===== config.mk =====
export PLATFORM = sky130hd
export DESIGN_NAME = backup_battery_charge_sequencer_unit
export DESIGN_NICKNAME = d
export VERILOG_FILES = /design/src/rtl/bbcs_pkg.sv /design/src/rtl/bbcs_core.sv /design/src/rtl/bbcs_outbuf.sv /design/src/rtl/backup_battery_charge_sequencer_unit.sv
export VERILOG_INCLUDE_DIRS = /design/src /design/src/rtl
export SDC_FILE = /design/constraint.sdc
export NUM_CORES = 1
export LEC_CHECK = 0
export ABC_AREA = 1
export BUFFER_PORTS_ARGS = -buffer_cell sky130_fd_sc_hd__buf_4
export CELL_PAD_IN_SITES_DETAIL_PLACEMENT = 0
export CELL_PAD_IN_SITES_GLOBAL_PLACEMENT = 2
export CORE_MARGIN = 2
export CORE_UTILIZATION = 35
export CTS_BUF_LIST = sky130_fd_sc_hd__clkbuf_4
export CTS_CLUSTER_DIAMETER = 60
export DETAILED_ROUTE_END_ITERATION = 8
export GPL_TIMING_DRIVEN = 0
export PLACE_DENSITY = 0.85
export SLEW_MARGIN = 15
export SYNTH_ARGS = -nofsm -noshare
export SYNTH_HDL_FRONTEND = slang
export SYNTH_SLANG_ARGS = --single-unit

===== constraint.sdc =====
create_clock -name clk -period 5.1 [get_ports clk]
set_input_delay 0.255 -clock clk [delete_from_list [all_inputs] [get_ports clk]]
set_output_delay 0.255 -clock clk [all_outputs]
set_load 0.02 [all_outputs]

===== src/rtl/assert_macros.svh =====
// Assertion macros used by the top-level RTL file of the charge sequencer.
`ifndef ASSERT_MACROS_SVH
`define ASSERT_MACROS_SVH

// Implication checked on every rising edge outside reset.
`define ASSERT_IMPLY(label, clk, rst_n, ante, cons) \
    label: assert property (@(posedge clk) disable iff (!rst_n) (ante) |-> (cons)) \
        else $error("implication check failed");

// Condition that must never be seen outside reset.
`define ASSERT_NEVER(label, clk, rst_n, cond) \
    label: assert property (@(posedge clk) disable iff (!rst_n) !(cond)) \
        else $error("forbidden condition seen");

`endif


===== src/rtl/bbcs_pkg.sv =====
// Shared types and constants of the backup battery charge sequencer.
package bbcs_pkg;

    // Operation codes of a request
    localparam logic [1:0] OP_TICK    = 2'd0;
    localparam logic [1:0] OP_FORCE   = 2'd1;
    localparam logic [1:0] OP_RESTART = 2'd2;

    // Phase codes as reported on the result
    localparam logic [1:0] PH_IDLE  = 2'd0;
    localparam logic [1:0] PH_MEAS  = 2'd1;
    localparam logic [1:0] PH_CHRG  = 2'd2;
    localparam logic [1:0] PH_RELAX = 2'd3;

    // Register indexes (byte address / 4)
    localparam logic [2:0] REG_THRESHOLD = 3'd0;
    localparam logic [2:0] REG_PERIOD    = 3'd1;
    localparam logic [2:0] REG_SETTLE    = 3'd2;
    localparam logic [2:0] REG_CHARGE    = 3'd3;
    localparam logic [2:0] REG_REST      = 3'd4;

    localparam int ADDR_W = 5;

    // Register reset values
    localparam logic [13:0] THRESHOLD_RST = 14'd2850;
    localparam logic [30:0] PERIOD_RST    = 31'(1 * 24 * 3600 * 1000);
    localparam logic [15:0] SETTLE_RST    = 16'd100;
    localparam logic [30:0] CHARGE_RST    = 31'(2 * 3600 * 1000);
    localparam logic [30:0] REST_RST      = 31'(5 * 60 * 1000);

    typedef struct packed {
        logic [13:0] threshold_mv;
        logic [30:0] period_ms;
        logic [15:0] settle_ms;
        logic [30:0] charge_ms;
        logic [30:0] rest_ms;
    } cfg_t;

    typedef struct packed {
        logic        charge_enable;
        logic        divider_enable;
        logic [13:0] battery_mv;
        logic [1:0]  phase;
    } result_t;

endpackage


===== src/rtl/bbcs_core.sv =====
// Input register and phase sequencing logic of the charge sequencer.
module bbcs_core (
    input  logic             clk,
    input  logic             rst_n,
    input  bbcs_pkg::cfg_t   cfg,
    input  logic             in_valid,
    output logic             in_stall,
    input  logic [1:0]       operation,
    input  logic [31:0]      now_ms,
    input  logic             adc_ready,
    input  logic [13:0]      sample_mv,
    input  logic             res_space,
    output logic             res_push,
    output bbcs_pkg::result_t res_data
);
    import bbcs_pkg::*;

    typedef enum logic [1:0] {
        ST_IDLE  = PH_IDLE,
        ST_MEAS  = PH_MEAS,
        ST_CHRG  = PH_CHRG,
        ST_RELAX = PH_RELAX
    } state_t;

    // Input stage
    logic        s1_valid_reg;
    logic        s1_valid_next;
    logic [1:0]  s1_op_reg;
    logic [31:0] s1_now_reg;
    logic        s1_ready_reg;
    logic [13:0] s1_sample_reg;
    logic        in_take;
    logic        go;

    // Sequencer state
    state_t      state_reg, state_next;
    logic [31:0] anchor_reg, anchor_next;
    logic [31:0] cmark_reg, cmark_next;
    logic [31:0] smark_reg, smark_next;
    logic        due_reg, due_next;
    logic        after_reg, after_next;
    logic [13:0] latched_reg, latched_next;
    logic        charge_reg, charge_next;
    logic        divider_reg, divider_next;

    logic [31:0] mark_sel;
    logic [31:0] limit_sel;
    logic [31:0] elapsed;
    logic        reached;

    assign go       = s1_valid_reg && res_space;
    assign in_stall = s1_valid_reg && !res_space;
    assign in_take  = in_valid && !in_stall;

    assign s1_valid_next = in_take || (s1_valid_reg && !go);

    always_ff @(posedge clk)
    begin
        if (in_take)
        begin
            s1_op_reg     <= operation;
            s1_now_reg    <= now_ms;
            s1_ready_reg  <= adc_ready;
            s1_sample_reg <= sample_mv;
        end
    end

    // One shared wrapping difference, mark and limit picked by phase
    always_comb
    begin
        unique case (state_reg)
            ST_IDLE:
            begin
                mark_sel  = anchor_reg;
                limit_sel = {1'b0, cfg.period_ms};
            end
            ST_MEAS:
            begin
                mark_sel  = smark_reg;
                limit_sel = {16'd0, cfg.settle_ms};
            end
            ST_CHRG:
            begin
                mark_sel  = cmark_reg;
                limit_sel = {1'b0, cfg.charge_ms};
            end
            ST_RELAX:
            begin
                mark_sel  = cmark_reg;
                limit_sel = {1'b0, cfg.rest_ms};
            end
            default:
            begin
                mark_sel  = cmark_reg;
                limit_sel = {1'b0, cfg.rest_ms};
            end
        endcase
    end

    assign elapsed = s1_now_reg - mark_sel;
    assign reached = elapsed >= limit_sel;

    always_comb
    begin
        state_next   = state_reg;
        anchor_next  = anchor_reg;
        cmark_next   = cmark_reg;
        smark_next   = smark_reg;
        due_next     = due_reg;
        after_next   = after_reg;
        latched_next = latched_reg;
        charge_next  = charge_reg;
        divider_next = divider_reg;

        case (s1_op_reg)
            OP_TICK:
            begin
                unique case (state_reg)
                    ST_IDLE:
                    begin
                        if ((due_reg || reached) && s1_ready_reg)
                        begin
                            anchor_next  = s1_now_reg;
                            due_next     = 1'b0;
                            after_next   = 1'b0;
                            divider_next = 1'b1;
                            smark_next   = s1_now_reg;
                            state_next   = ST_MEAS;
                        end
                    end
                    ST_MEAS:
                    begin
                        if (reached)
                        begin
                            latched_next = s1_sample_reg;
                            divider_next = 1'b0;
                            // a confirming reading never restarts charging
                            if ((s1_sample_reg < cfg.threshold_mv) && !after_reg)
                            begin
                                charge_next = 1'b1;
                                cmark_next  = s1_now_reg;
                                state_next  = ST_CHRG;
                            end
                            else
                            begin
                                state_next = ST_IDLE;
                            end
                        end
                    end
                    ST_CHRG:
                    begin
                        if (reached)
                        begin
                            charge_next = 1'b0;
                            cmark_next  = s1_now_reg;
                            state_next  = ST_RELAX;
                        end
                    end
                    ST_RELAX:
                    begin
                        if (reached)
                        begin
                            after_next = 1'b1;
                            if (s1_ready_reg)
                            begin
                                divider_next = 1'b1;
                                smark_next   = s1_now_reg;
                                state_next   = ST_MEAS;
                            end
                        end
                    end
                    default:
                    begin
                        state_next = ST_IDLE;
                    end
                endcase
            end
            OP_FORCE:
            begin
                charge_next = 1'b0;
                due_next    = 1'b1;
                state_next  = ST_IDLE;
            end
            OP_RESTART:
            begin
                charge_next = 1'b1;
                cmark_next  = s1_now_reg;
                state_next  = ST_CHRG;
            end
            default:
            begin
                // unused code: state held, result still reported
            end
        endcase
    end

    always_ff @(posedge clk or negedge rst_n)
    begin
        if (!rst_n)
        begin
            s1_valid_reg <= 1'b0;
            state_reg    <= ST_IDLE;
            anchor_reg   <= '0;
            cmark_reg    <= '0;
            smark_reg    <= '0;
            due_reg      <= 1'b1;
            after_reg    <= 1'b0;
            latched_reg  <= '0;
            charge_reg   <= 1'b0;
            divider_reg  <= 1'b0;
        end
        else
        begin
            s1_valid_reg <= s1_valid_next;
            if (go)
            begin
                state_reg   <= state_next;
                anchor_reg  <= anchor_next;
                cmark_reg   <= cmark_next;
                smark_reg   <= smark_next;
                due_reg     <= due_next;
                after_reg   <= after_next;
                latched_reg <= latched_next;
                charge_reg  <= charge_next;
                divider_reg <= divider_next;
            end
        end
    end

    assign res_push                = go;
    assign res_data.charge_enable  = charge_next;
    assign res_data.divider_enable = divider_next;
    assign res_data.battery_mv     = latched_next;
    assign res_data.phase          = state_next;

endmodule


===== src/rtl/bbcs_outbuf.sv =====
// Two-entry result buffer that decouples the sequencer from the output stall.
module bbcs_outbuf (
    input  logic              clk,
    input  logic              rst_n,
    input  logic              push,
    input  bbcs_pkg::result_t push_data,
    output logic              space,
    output logic              out_valid,
    input  logic              out_stall,
    output bbcs_pkg::result_t head
);
    import bbcs_pkg::*;

    result_t     mem_reg [2];
    logic        wr_ptr_reg, wr_ptr_next;
    logic        rd_ptr_reg, rd_ptr_next;
    logic [1:0]  cnt_reg, cnt_next;
    logic        pop;

    assign out_valid = cnt_reg != 2'd0;
    assign pop       = out_valid && !out_stall;
    assign space     = (cnt_reg != 2'd2) || pop;
    assign head      = mem_reg[rd_ptr_reg];

    assign wr_ptr_next = push ? !wr_ptr_reg : wr_ptr_reg;
    assign rd_ptr_next = pop ? !rd_ptr_reg : rd_ptr_reg;

    always_comb
    begin
        cnt_next = cnt_reg;
        if (push && !pop)
        begin
            cnt_next = cnt_reg + 2'd1;
        end
        else if (pop && !push)
        begin
            cnt_next = cnt_reg - 2'd1;
        end
    end

    always_ff @(posedge clk)
    begin
        if (push)
        begin
            mem_reg[wr_ptr_reg] <= push_data;
        end
    end

    always_ff @(posedge clk or negedge rst_n)
    begin
        if (!rst_n)
        begin
            wr_ptr_reg <= 1'b0;
            rd_ptr_reg <= 1'b0;
            cnt_reg    <= 2'd0;
        end
        else
        begin
            wr_ptr_reg <= wr_ptr_next;
            rd_ptr_reg <= rd_ptr_next;
            cnt_reg    <= cnt_next;
        end
    end

endmodule


===== src/rtl/backup_battery_charge_sequencer_unit.sv =====
// Top level of the backup battery charge sequencer: register port and datapath.
//
// Backup battery charge sequencer. Each request carries an operation (periodic
// tick, forced measurement, or charge restart), the current millisecond time,
// the converter-ready flag and the converted battery voltage; each request
// gives exactly one result showing the switch states, last latched voltage and
// phase (idle, measuring, charging, relax) after that request. All time checks
// are wrapping 32-bit differences against stored marks. One request per clock
// is sustained while the buffer has room: a request is held in the input
// register, where the phase logic runs one shared subtract and compare and
// updates all state, and the result goes into a two-entry output buffer;
// out_valid rises once that result is written into the buffer. in_stall rises
// only when the input register holds a request and both buffer entries are
// full with no result leaving. Registers live on an APB-style port at byte
// addresses 0x00 threshold_mv, 0x04 period_ms, 0x08 settle_ms, 0x0C charge_ms,
// 0x10 rest_ms; pready is always high and writes to other addresses are
// dropped. Change registers only while no request is in flight.
`include "assert_macros.svh"

module backup_battery_charge_sequencer_unit (
    input  logic                      clk,
    input  logic                      rst_n,
    // register port
    input  logic                      psel,
    input  logic                      penable,
    input  logic                      pwrite,
    input  logic [bbcs_pkg::ADDR_W-1:0] paddr,
    input  logic [31:0]               pwdata,
    output logic [31:0]               prdata,
    output logic                      pready,
    // request channel
    input  logic                      in_valid,
    output logic                      in_stall,
    input  logic [1:0]                operation,
    input  logic [31:0]               now_ms,
    input  logic                      adc_ready,
    input  logic [13:0]               sample_mv,
    // result channel
    output logic                      out_valid,
    input  logic                      out_stall,
    output logic                      charge_enable,
    output logic                      divider_enable,
    output logic [13:0]               battery_mv,
    output logic [1:0]                phase
);
    import bbcs_pkg::*;

    cfg_t        cfg_reg;
    logic        cfg_wr;
    logic [2:0]  reg_idx;

    result_t     res_data;
    result_t     head;
    logic        res_push;
    logic        res_space;

    // Register port: word index from paddr, low two bits ignored
    assign pready  = 1'b1;
    assign reg_idx = paddr[4:2];
    assign cfg_wr  = psel && penable && pwrite && pready;

    always_ff @(posedge clk or negedge rst_n)
    begin
        if (!rst_n)
        begin
            cfg_reg.threshold_mv <= THRESHOLD_RST;
            cfg_reg.period_ms    <= PERIOD_RST;
            cfg_reg.settle_ms    <= SETTLE_RST;
            cfg_reg.charge_ms    <= CHARGE_RST;
            cfg_reg.rest_ms      <= REST_RST;
        end
        else if (cfg_wr)
        begin
            // bits above each register's width are dropped
            unique case (reg_idx)
                REG_THRESHOLD: cfg_reg.threshold_mv <= pwdata[13:0];
                REG_PERIOD:    cfg_reg.period_ms    <= pwdata[30:0];
                REG_SETTLE:    cfg_reg.settle_ms    <= pwdata[15:0];
                REG_CHARGE:    cfg_reg.charge_ms    <= pwdata[30:0];
                REG_REST:      cfg_reg.rest_ms      <= pwdata[30:0];
                default:       ;
            endcase
        end
    end

    always_comb
    begin
        unique case (reg_idx)
            REG_THRESHOLD: prdata = {18'd0, cfg_reg.threshold_mv};
            REG_PERIOD:    prdata = {1'b0, cfg_reg.period_ms};
            REG_SETTLE:    prdata = {16'd0, cfg_reg.settle_ms};
            REG_CHARGE:    prdata = {1'b0, cfg_reg.charge_ms};
            REG_REST:      prdata = {1'b0, cfg_reg.rest_ms};
            default:       prdata = 32'd0;
        endcase
    end

    // Input register plus phase sequencing
    bbcs_core u_core (
        .clk       (clk),
        .rst_n     (rst_n),
        .cfg       (cfg_reg),
        .in_valid  (in_valid),
        .in_stall  (in_stall),
        .operation (operation),
        .now_ms    (now_ms),
        .adc_ready (adc_ready),
        .sample_mv (sample_mv),
        .res_space (res_space),
        .res_push  (res_push),
        .res_data  (res_data)
    );

    // Result buffer toward the consumer
    bbcs_outbuf u_outbuf (
        .clk       (clk),
        .rst_n     (rst_n),
        .push      (res_push),
        .push_data (res_data),
        .space     (res_space),
        .out_valid (out_valid),
        .out_stall (out_stall),
        .head      (head)
    );

    assign charge_enable  = head.charge_enable;
    assign divider_enable = head.divider_enable;
    assign battery_mv     = head.battery_mv;
    assign phase          = head.phase;

    // Charger switch is on exactly in the charging phase
    `ASSERT_IMPLY(a_charge_phase, clk, rst_n, out_valid,
                  charge_enable == (phase == PH_CHRG))
    // Measuring always runs with the divider on
    `ASSERT_IMPLY(a_meas_divider, clk, rst_n, out_valid && (phase == PH_MEAS),
                  divider_enable)
    // With the result buffer empty there is always room for a request
    `ASSERT_NEVER(a_stall_empty, clk, rst_n, !out_valid && in_stall)

endmodule


==> flow_summary_export.csv <==
group,metric,value,unit
run_status,status,"finished with violations",
run_status,violations,"setup timing",
hold_path,holdCritPathClass,"in -> reg",
sta,max-slew-margin-rel,18.48,%
worst_setup_path,cp.required,5.80,ns
worst_setup_path,critPathLaunchType,"register",
sta,post-route-period-util,102.4,%
clock_network,clock_latency,0.86,ns
floorplanning,die_area,0.05120,mm2
worst_setup_path,crit_path_top_delay_cell,"dfrtp_2",
floorplanning,start_util,35.40,%
power_and_ir_drop,p_per_area,756.6,mW/mm2
floorplanning,ios,146,
power_and_ir_drop,power,18.40,mW
yosys,synth_area_per_cell,8.922,um2
worst_setup_path,crit_arrival,5.92,ns
drt,dr.pass1.iters,6,
worst_setup_path,crit_type,"reg -> reg",
worst_setup_path,critPathMaxFanout,6,
floorplanning,dieWidth,226.3,um
clock_network,clockBufferDepth,3,
sta,drv_slew,0,
cells_and_area,drive_gt1_share,32.45,%
yosys,syn_area,0.01729,mm2
sta,final.setup_skew,0.06881,ns
power_and_ir_drop,peakVddDrop,0.3793,mV
global_route,antenna_found_initial,1,
clock_network,cts_buffers,91,
yosys,yosys_warnings,0,
drt,drc,0,
cells_and_area,largest_reg_flops,123,
drt,wl_per_cell,19.08,um
yosys,synth_seq_cells,329,
sta,finalSetupViolCount,95,
global_route,grtUsageTotal,23.02,%
clock_network,clk_root_buffer_cell,"clkbuf_4",
place,port_buffers,140,
worst_setup_path,setup.worst_path.end_class,"register",
floorplanning,die_y,226.3,um
floorplanning,core-area,0.04885,mm2
clock_network,path_clk_slew,0.07,ns
power_and_ir_drop,leakagePower,10.98,nW
global_route,first_global_vias,15800,
yosys,synth_cells,1938,
sta,setup_ws,-0.1207,ns
sta,layout_min_cycle_time,5.221,ns
sta,timing.fmax,191.5,MHz
global_route,overflow,0,
global_route,grt_pass1_wl,89.49,mm
sta,final-hold-violation-count,0,
sta,hold_ws,0.09801,ns
drt,antenna_left,0,
cells_and_area,syn_to_final_growth,40.62,%
yosys,syn-num-nets,2113,
global_route,grt_max_degree,88,
run,max_cap_viol_count,0,
place,dpl.hpwl,38.64,mm
yosys,synth-edff-count,85,
yosys,synth-seq-area-share,50.34,%
clock_network,cts_tree,"done",
floorplanning,fp-row-count,81,
sta,worst_pin_slew,1.213,ns
sta,rsz0062_at_grt,"yes",
clock_network,clock_sinks,329,
cells_and_area,num-nets-final,2551,
yosys,synth.distinct_cells,61,
drt,routed_wl,59.48,mm
place,routabilityCongestion,0.8647,
yosys,ys_async_sr_fraction,74.16,%
drt,vias_per_cell,5.070,
drt,vias,15810,
yosys,synth_ff_type,"dfrtp_1",
worst_setup_path,slowest_delay,0.46,ns
clock_network,h-tree-depth,3,
drt,drt_iter0_markers,1103,
[placed cells by master (no fill, tap or decap), drive strengths merged, types with 2 or more instances in the layout]
| cell type | synthesis | routed |
|---|---|---|
| edfxtp | 85 | 85 |
| inv | 198 | 200 |
| nor2 | 51 | 51 |
| buf | 32 | 280 |
| o21ai | 301 | 301 |
| o221ai | 10 | 10 |
| dfrtp | 207 | 207 |
| o31ai | 2 | 2 |
| a31oi | 7 | 7 |
| a21boi | 4 | 4 |
| o21a | 3 | 3 |
| o21bai | 2 | 2 |
| o22ai | 28 | 28 |
| dfstp | 37 | 37 |
| xnor2 | 15 | 15 |
| nand2 | 568 | 569 |
| a22oi | 35 | 35 |
| nand3 | 33 | 33 |
| conb | 2 | 2 |
| a221o | 16 | 16 |
| o2111ai | 6 | 6 |
| ha | 81 | 81 |
| o211ai | 8 | 8 |
| clkinv | 4 | 32 |
| a21oi | 75 | 75 |
| nor3 | 20 | 20 |
| clkbuf | 60 | 204 |
| xor2 | 16 | 16 |
| a21o | 2 | 2 |
| a211oi | 3 | 3 |
| dlygate4sd3 | 0 | 89 |
| nand4 | 10 | 11 |
| a221oi | 8 | 8 |
[synthesized netlist by cell type, types with 16 or more instances]
cell / instances / share of area (%)
nand2_1: 524 / 11
dfrtp_1: 207 / 30
inv_1: 186 / 4.0
o21ai_0: 183 / 5.3
edfxtp_1: 85 / 15
o21ai_1: 84 / 2.4
ha_1: 81 / 5.9
a21oi_1: 62 / 1.8
clkbuf_1: 60 / 1.3
nor2_1: 44 / 0.96
dfstp_2: 37 / 5.6
nand2_2: 37 / 1.3
a22oi_1: 35 / 1.5
o21ai_2: 33 / 1.7
nand3_1: 30 / 0.87
o22ai_1: 28 / 1.0
nor3_1: 20 / 0.58
a221o_1: 16 / 0.93
xor2_1: 16 / 0.81
[worst max-delay path: cells and delay by family (launching register included)]
family | cells | cell delay, ns
compound gates | 12 | 1.64
fa+ha+maj | 4 | 1.01
buf+inv | 8 | 1.08
flops | 1 | 0.46
simple gates | 10 | 0.88
[layout make-up]
class	count	area, um2
Fill cell	4619	24530
Clock buffer	138	1036
Clock inverter	32	157.7
Tap cell	664	830.8
Inverter	202	782.0
Timing Repair Buffer	347	3358
Multi-Input combinational cell	1317	8620
Sequential cell	329	8707
Buffer	88	820.8
Antenna cell	1	2.502
[what timing repair did]
item | in CTS | in global routing
hold buffers | 90 | 0
setup endpoints to repair | 152 | 152
setup buffers | 71 | 26
pin swaps | 54 | 79
cloned | 12 | 8
gates resized for setup | 259 | 183
endpoints found under the hold margin | 307 | 0
[per-layer routing]
layer	track usage, %	up-vias	share of wire, %
met5	0	-	0
met4	9.614	0	3.1
met3	3.693	105	5.4
met2	37.01	498	47
met1	30.90	7695	45
li1	-	7511	-
[final timing paths]
kind	slack, ns	startpoint	endpoint	cells after the start
worst max-delay path	-0.12	u_core.state_reg[1]$_DFFE_PN0P_	u_core.anchor_reg[15]$_DFFE_PN0P_	34
worst min-delay path	0.1	paddr[3]	cfg_reg[82]$_DFFE_PN0P_	5
min in group asynchronous	0.42	rst_n	u_core.anchor_reg[16]$_DFFE_PN0P_	3
worst min register to register	0.48	u_outbuf.cnt_reg[0]$_DFFE_PN0P_	u_outbuf.cnt_reg[0]$_DFFE_PN0P_	1
max in group asynchronous	3.52	rst_n	u_core.latched_reg[9]$_DFFE_PN0P_	5
worst max register to register	-0.12	u_core.state_reg[1]$_DFFE_PN0P_	u_core.anchor_reg[15]$_DFFE_PN0P_	34
[stage by stage]
step	cell area (um2)	utilization, %	setup slack [ns]	cells	setup TNS, ns
6_report	24310	49.77	-0.1207	3118	-6.687
5_1_grt	24310	49.77	-0.3091	3118	-32.23
2_1_floorplan	17290	-	0.01568	1938	0
4_1_cts	23270	47.65	-0.2013	3089	-15.92
3_3_place_gp	19180	39.26	-1.911	2742	-268.85
3_5_place_dp	19290	39.50	-1.924	2747	-271.01
[where the power goes]
part / switching, mW / total [mW] / internal, mW
clock network: 1.18 / 2.46 / 1.29
registers: 0.560 / 4.15 / 3.59
logic: 6.62 / 11.8 / 5.16
[cell families after synthesis]
| family | count (synthesis) | share of synthesized area (%) |
|---|---|---|
| fa+ha+maj | 82 | 5.977 |
| simple gates | 686 | 16.85 |
| other cells | 2 | 0.04343 |
| xor+xnor | 31 | 1.570 |
| flops | 329 | 50.34 |
| buf+inv | 294 | 6.983 |
| compound gates | 514 | 18.23 |
(Power assumes the default switching activity.)
